<file path="src/hdl/bsol_pkg.sv">
`timescale 1ns / 1ps
// ----------------------------------------------------------------------------
// bsol_pkg
// Types, codes and the cost ordering shared by the bucketed open list files.
// ----------------------------------------------------------------------------
package bsol_pkg;

   localparam int COUNT_W = 13;

   // request commands
   localparam logic [1:0] CMD_INSERT = 2'd0;
   localparam logic [1:0] CMD_PEEK   = 2'd1;
   localparam logic [1:0] CMD_POP    = 2'd2;
   localparam logic [1:0] CMD_NOP    = 2'd3;

   // result status codes
   localparam logic [2:0] STS_INSERTED = 3'd0;
   localparam logic [2:0] STS_REJECTED = 3'd1;
   localparam logic [2:0] STS_PEEKED   = 3'd2;
   localparam logic [2:0] STS_POPPED   = 3'd3;
   localparam logic [2:0] STS_EMPTY    = 3'd4;
   localparam logic [2:0] STS_FULL     = 3'd5;

   typedef struct packed {
      logic [1:0]  cmd;
      logic [7:0]  node_row;
      logic [7:0]  node_col;
      logic [3:0]  node_layer;
      logic [7:0]  parent_row;
      logic [7:0]  parent_col;
      logic [3:0]  parent_layer;
      logic [23:0] f_cost;
      logic [23:0] g_cost;
      logic [15:0] aux_value;
      logic [7:0]  turn_radius;
   } req_type;

   typedef struct packed {
      logic [2:0]         status;
      logic [COUNT_W-1:0] entry_count;
      logic [7:0]         out_row;
      logic [7:0]         out_col;
      logic [3:0]         out_layer;
      logic [7:0]         out_parent_row;
      logic [7:0]         out_parent_col;
      logic [3:0]         out_parent_layer;
      logic [23:0]        out_f;
      logic [23:0]        out_g;
      logic [15:0]        out_aux;
      logic [7:0]         out_radius;
   } rsp_type;

   // one stored list entry (row is implied by the bucket)
   typedef struct packed {
      logic [7:0]  col;
      logic [3:0]  layer;
      logic [7:0]  prow;
      logic [7:0]  pcol;
      logic [3:0]  player;
      logic [23:0] f;
      logic [23:0] g;
      logic [15:0] aux;
      logic [7:0]  radius;
   } ent_type;

   typedef enum logic [3:0] {
      ST_IDLE, ST_INS_FILL, ST_INS_CHK, ST_INS_WALK, ST_INS_DEC, ST_SHR, ST_SHW,
      ST_INS_WR, ST_SCAN, ST_SCAN_END, ST_QDEC, ST_PSR, ST_PSW, ST_DONE
   } state_type;

   typedef enum logic [3:0] {
      OP_NONE, OP_CAPTURE, OP_FILL_RD, OP_WALK_START, OP_WALK, OP_DECIDE,
      OP_SHIFT_RD, OP_SHIFT_WR, OP_WRITE, OP_SCAN, OP_SCAN_END, OP_QUERY,
      OP_PSH_RD, OP_PSH_WR, OP_RESULT
   } op_type;

   typedef struct packed {
      op_type op;
   } ctl_type;

   typedef struct packed {
      logic row_bad;
      logic fill_zero;
      logic walk_done;
      logic dec_stop;
      logic dec_shift;
      logic shw_more;
      logic scan_last;
      logic q_shift;
      logic psw_more;
      logic out_free;
   } stat_type;

   // true when cost a orders strictly ahead of cost b
   function automatic logic cost_before(input logic [23:0] af, input logic [23:0] ag,
                                        input logic [23:0] bf, input logic [23:0] bg,
                                        input logic mode);
      logic r;
      if (af == bf) r = mode ? (ag < bg) : (ag > bg);
      else r = (af < bf);
      return r;
   endfunction

endpackage

</file>
<file path="src/hdl/bsol_ctrl.sv">
`timescale 1ns / 1ps
// ----------------------------------------------------------------------------
// bsol_ctrl
// Sequencer: steps insert walks, shifts and the head scan of peek and pop.
// ----------------------------------------------------------------------------
module bsol_ctrl (
   input  logic               clock,
   input  logic               reset,
   input  logic               req_valid,
   input  logic [1:0]         req_cmd,
   output logic               req_stall,
   input  bsol_pkg::stat_type stat,
   output bsol_pkg::ctl_type  ctl
);

   bsol_pkg::state_type state_ff, state_in;
   logic accept;

   assign req_stall = (state_ff != bsol_pkg::ST_IDLE);
   assign accept    = req_valid && !req_stall;

   // state register
   always_ff @(posedge clock) begin
      if (reset) state_ff <= bsol_pkg::ST_IDLE;
      else state_ff <= state_in;
   end

   // next state
   always_comb begin
      state_in = state_ff;
      unique case (state_ff)
         bsol_pkg::ST_IDLE: begin
            if (accept) begin
               unique case (req_cmd) inside
                  bsol_pkg::CMD_INSERT: state_in = bsol_pkg::ST_INS_FILL;
                  bsol_pkg::CMD_PEEK, bsol_pkg::CMD_POP: state_in = bsol_pkg::ST_SCAN;
                  default: state_in = bsol_pkg::ST_IDLE;
               endcase
            end
         end
         bsol_pkg::ST_INS_FILL: state_in = bsol_pkg::ST_INS_CHK;
         bsol_pkg::ST_INS_CHK: begin
            if (stat.row_bad) state_in = bsol_pkg::ST_DONE;
            else if (stat.fill_zero) state_in = bsol_pkg::ST_INS_DEC;
            else state_in = bsol_pkg::ST_INS_WALK;
         end
         bsol_pkg::ST_INS_WALK: if (stat.walk_done) state_in = bsol_pkg::ST_INS_DEC;
         bsol_pkg::ST_INS_DEC: begin
            if (stat.dec_stop) state_in = bsol_pkg::ST_DONE;
            else if (stat.dec_shift) state_in = bsol_pkg::ST_SHR;
            else state_in = bsol_pkg::ST_INS_WR;
         end
         bsol_pkg::ST_SHR: state_in = bsol_pkg::ST_SHW;
         bsol_pkg::ST_SHW: state_in = stat.shw_more ? bsol_pkg::ST_SHR : bsol_pkg::ST_INS_WR;
         bsol_pkg::ST_INS_WR: state_in = bsol_pkg::ST_DONE;
         bsol_pkg::ST_SCAN: if (stat.scan_last) state_in = bsol_pkg::ST_SCAN_END;
         bsol_pkg::ST_SCAN_END: state_in = bsol_pkg::ST_QDEC;
         bsol_pkg::ST_QDEC: state_in = stat.q_shift ? bsol_pkg::ST_PSR : bsol_pkg::ST_DONE;
         bsol_pkg::ST_PSR: state_in = bsol_pkg::ST_PSW;
         bsol_pkg::ST_PSW: state_in = stat.psw_more ? bsol_pkg::ST_PSR : bsol_pkg::ST_DONE;
         bsol_pkg::ST_DONE: if (stat.out_free) state_in = bsol_pkg::ST_IDLE;
         default: state_in = bsol_pkg::ST_IDLE;
      endcase
   end

   // datapath command per state
   always_comb begin
      ctl.op = bsol_pkg::OP_NONE;
      unique case (state_ff)
         bsol_pkg::ST_IDLE:     if (accept) ctl.op = bsol_pkg::OP_CAPTURE;
         bsol_pkg::ST_INS_FILL: ctl.op = bsol_pkg::OP_FILL_RD;
         bsol_pkg::ST_INS_CHK:  ctl.op = bsol_pkg::OP_WALK_START;
         bsol_pkg::ST_INS_WALK: ctl.op = bsol_pkg::OP_WALK;
         bsol_pkg::ST_INS_DEC:  ctl.op = bsol_pkg::OP_DECIDE;
         bsol_pkg::ST_SHR:      ctl.op = bsol_pkg::OP_SHIFT_RD;
         bsol_pkg::ST_SHW:      ctl.op = bsol_pkg::OP_SHIFT_WR;
         bsol_pkg::ST_INS_WR:   ctl.op = bsol_pkg::OP_WRITE;
         bsol_pkg::ST_SCAN:     ctl.op = bsol_pkg::OP_SCAN;
         bsol_pkg::ST_SCAN_END: ctl.op = bsol_pkg::OP_SCAN_END;
         bsol_pkg::ST_QDEC:     ctl.op = bsol_pkg::OP_QUERY;
         bsol_pkg::ST_PSR:      ctl.op = bsol_pkg::OP_PSH_RD;
         bsol_pkg::ST_PSW:      ctl.op = bsol_pkg::OP_PSH_WR;
         bsol_pkg::ST_DONE:     if (stat.out_free) ctl.op = bsol_pkg::OP_RESULT;
         default:               ctl.op = bsol_pkg::OP_NONE;
      endcase
   end

endmodule

</file>
<file path="config.mk">
export PLATFORM = sky130hd
export DESIGN_NAME = bsol_ctrl
export DESIGN_NICKNAME = d
export VERILOG_FILES = /design/src/hdl/bsol_pkg.sv /design/src/hdl/bsol_ctrl.sv
export SDC_FILE = /design/constraint.sdc
export NUM_CORES = 1
export LEC_CHECK = 0
export ABC_CLOCK_PERIOD_IN_PS = 1700
export BUFFER_PORTS_ARGS = -buffer_cell sky130_fd_sc_hd__buf_2
export CORE_AREA = 2 2 39 41
export DETAILED_ROUTE_END_ITERATION = 12
export DIE_AREA = 0 0 41 43
export PLACE_DENSITY = 0.66
export SYNTH_ARGS = -nofsm -noshare
export SYNTH_HDL_FRONTEND = slang
export SYNTH_SLANG_ARGS = --single-unit
</file>
<file path="constraint.sdc">
create_clock -name clock -period 1.7 [get_ports clock]
set_input_delay 0.085 -clock clock [delete_from_list [all_inputs] [get_ports clock]]
set_output_delay 0.085 -clock clock [all_outputs]
set_load 0.005 [all_outputs]
</file>
==> flow_metrics.env <==
export IMPL_rsz0062_at_grt="no"
export IMPL_hold_depth=2
export IMPL_ys_seq_area_share_pct=15.5
export IMPL_slew_viol_final=0
export IMPL_required_ps=1620
export IMPL_clk_pin_slew_worst_paths_ps=40
export IMPL_clockBufferDepth=2
export IMPL_syn_to_final_growth_pct=27.8
export IMPL_synth_nets=93
export IMPL_critPathArrivalTime_ps=1460
export IMPL_antenna_cells=0
export IMPL_r2r_end="state_ff[0]"
export IMPL_r2r_start="state_ff[2]"
export IMPL_r2r_slack_ps=240
export IMPL_grt_usage_pct=17.6
export IMPL_cts_tree="built"
export IMPL_ys_warn_count=0
export IMPL_clkLatencyLatePin_ps=230
export IMPL_num_vias=644
export IMPL_holdBufCountCts=0
export IMPL_whs_ps=64.8
export IMPL_gp_congestion=0.846
export IMPL_p_sw_mw=0.415
export IMPL_syn_area_sq_um=518
export IMPL_endpoint_kind="output pin"
export IMPL_drt_iter0_drc=20
export IMPL_start_util_pct=37.4
export IMPL_grt_max_degree=15
export IMPL_post_dp_hpwl_mm=1.06
export IMPL_ios=20
export IMPL_grt_remaining_overflow=0
export IMPL_synth_avg_cell_area_sq_um=6.73
export IMPL_drive_above_1_share_pct=33.7
export IMPL_status="finished clean"
export IMPL_numCtsBuffers=3
export IMPL_netlist_cell_type_count=34
export IMPL_antenna_left=0
export IMPL_cap_violations=0
export IMPL_drt_wirelength_per_cell_microns=11.9
export IMPL_max_slew_worst_pin_slew_ps=457
export IMPL_placed_cells=111
export IMPL_clock_fmax_mhz=645
export IMPL_vdd_drop_max_uv=523
export IMPL_hold_end="state_ff[1]"
export IMPL_worst_path_max_fanout=11
export IMPL_p_per_area_nw_per_um2=1380
export IMPL_largest_register_ffs=4
export IMPL_skew_ps=6.06
export IMPL_relSlewSlack_pct=69.5
export IMPL_grt_pass1_vias=550
export IMPL_ys_seq_elements=4
export IMPL_p_sw_share_pct=45.6
export IMPL_p_seq_share_pct=24.2
export IMPL_hp_class="in2reg"
export IMPL_fill_cells=138
export IMPL_reg2regPathDepth=5
export IMPL_hold_viol=0
export IMPL_top_register="state_ff"
export IMPL_power_frac_comb_pct=62.9
export IMPL_die_y_microns=43
export IMPL_cts_htree_levels=1
export IMPL_nets=116
export IMPL_post_route_period_util_pct=91.1
export IMPL_die_area_sq_um=1760
export IMPL_core_sq_um=1380
export IMPL_vias_per_cell=5.65
export IMPL_min_period_ps=1550
export IMPL_clkPwrFrac_pct=12.9
export IMPL_synthCells=77
export IMPL_firstDrtPassIters=4
export IMPL_cp_start_kind="flop"
export IMPL_row_count=14
export IMPL_fp_dieW_microns=41
export IMPL_fin_cells=114
export IMPL_drt_wl_total_mm=1.35
export IMPL_critPathKind="reg2out"
export IMPL_antenna_found_initial=0
export IMPL_setup_viol=0
export IMPL_drc=0
export IMPL_top_regs="state_ff x4"
export IMPL_intPower_mw=0.496
export IMPL_hold_start="reset"
export IMPL_cts_root_buf="clkbuf_4"
export IMPL_portBuffers=19
export IMPL_clock_sinks=4
export IMPL_cts_setup_buffers=0
export IMPL_p_leak_nw=0.292
export IMPL_setup_tns_ps=0
export IMPL_grt_pass1_wl_mm=2.23
export IMPL_startpoint="state_ff[0]"
metal layers:
layer / global-route usage [%] / wire [microns] / up-vias / part of all wire, %
met1: 24.4 / 626 / 299 / 46
met4: 7.33 / 0 / 0 / 0
met2: 26.3 / 679 / 14 / 50
li1: - / - / 331 / -
met3: 2.09 / 49 / 0 / 3.6
met5: 0 / 0 / - / 0
power groups by stage:
stage               sequential, mW  clock, mW  combinational [mW]
global placement             0.214          0               0.570
CTS                          0.214      0.122               0.573
global route                 0.230      0.128               0.639
finish                       0.220      0.117               0.573
floorplan                    0.138          0               0.477
detailed placement           0.217          0               0.571
worst max-delay path by stage:
stage | endpoint | depth (start not counted)
2_1_floorplan | state_ff[0] | 6
3_3_place_gp | state_ff[0] | 5
3_5_place_dp | ctl[3] | 5
4_1_cts | ctl[3] | 5
5_1_grt | ctl[1] | 4
6_report | ctl[3] | 5
logic make-up after synthesis:
family | share of synthesized area, %
flip-flops | 15.5
adder cells (fa/ha/maj) | 2.42
AND/OR/NAND/NOR | 29.0
multiplexers | 1.93
AO/OA/AOI/OAI | 38.4
buffers and inverters | 12.8
critical path, stage by stage (launching register included):
cell and delay [ps]:
dfxtp_2 420, inv_1 160, nor2_1 200, o21ai_0 100, a32o_1 220, buf_2 120
cell usage in the layout (no fill, tap or decap), drive strengths merged, types with 2 or more instances in the layout:
cell type  netlist  layout
a21oi            5       5
buf              7      26
clkbuf           1       3
dfxtp            4       4
inv              5       5
nand2            3       3
nand3            3       3
nor2             8       8
nor2b            4       4
nor3             3       3
nor3b            2       2
o211ai           2       2
o21ai            9       9
o22ai            3       3
o31ai            3       3
repair_timing:
item,4_1_cts,5_1_grt
gates resized for setup,0,1
endpoints found under the hold margin,0,0
endpoints found under the setup margin,0,2
synthesized netlist by cell type:
library cell	n	area share, %
dfxtp_1	4	15
a31oi_1	1	1.2
a21oi_1	5	4.8
a21boi_2	1	2.2
o22ai_1	3	3.6
inv_1	5	3.6
nor3b_1	2	2.9
nand4_1	1	1.2
mux2i_1	1	1.9
a22oi_1	1	1.4
nand3_1	3	2.9
o32ai_1	1	1.7
buf_6	1	2.2
o21ai_0	6	5.8
a311oi_1	1	1.7
nor4_1	1	1.2
a32o_1	1	1.9
or4b_1	1	1.9
ha_1	1	2.4
o211ai_1	2	2.9
nor2b_1	4	4.8
o21ai_2	1	1.7
clkbuf_1	1	0.72
nand2_1	3	2.2
nor2_1	8	5.8
buf_2	5	4.8
nor3_1	3	2.9
and3b_1	1	1.7
buf_4	1	1.4
nand3b_1	1	1.4
o21ai_1	2	1.9
a31o_2	1	1.7
o31ai_1	3	4.3
a211oi_1	1	1.4
through the flow:
step           power (mW)  instance area, sq um  util (%)  setup WS, ps
4_1_cts             0.909                   661      47.7          14.2
3_5_place_dp        0.787                   638      46.1           260
3_3_place_gp        0.784                   638      46.1           256
5_1_grt             0.998                   662      47.8          31.9
6_report            0.911                   662      47.8           151
2_1_floorplan       0.615                   518         -           387
layout make-up:
type / instances / area (sq um) / share of cell area, %
clock buffers: 3 / 22.5 / 3.40
inverters: 5 / 18.8 / 2.84
multi-input cells: 60 / 372 / 56.1
flip-flops and latches: 4 / 81.3 / 12.3
well taps: 16 / 20.0 / 3.02
repair buffers: 26 / 148 / 22.3
Note: power is estimated with default switching activity, not from simulation.
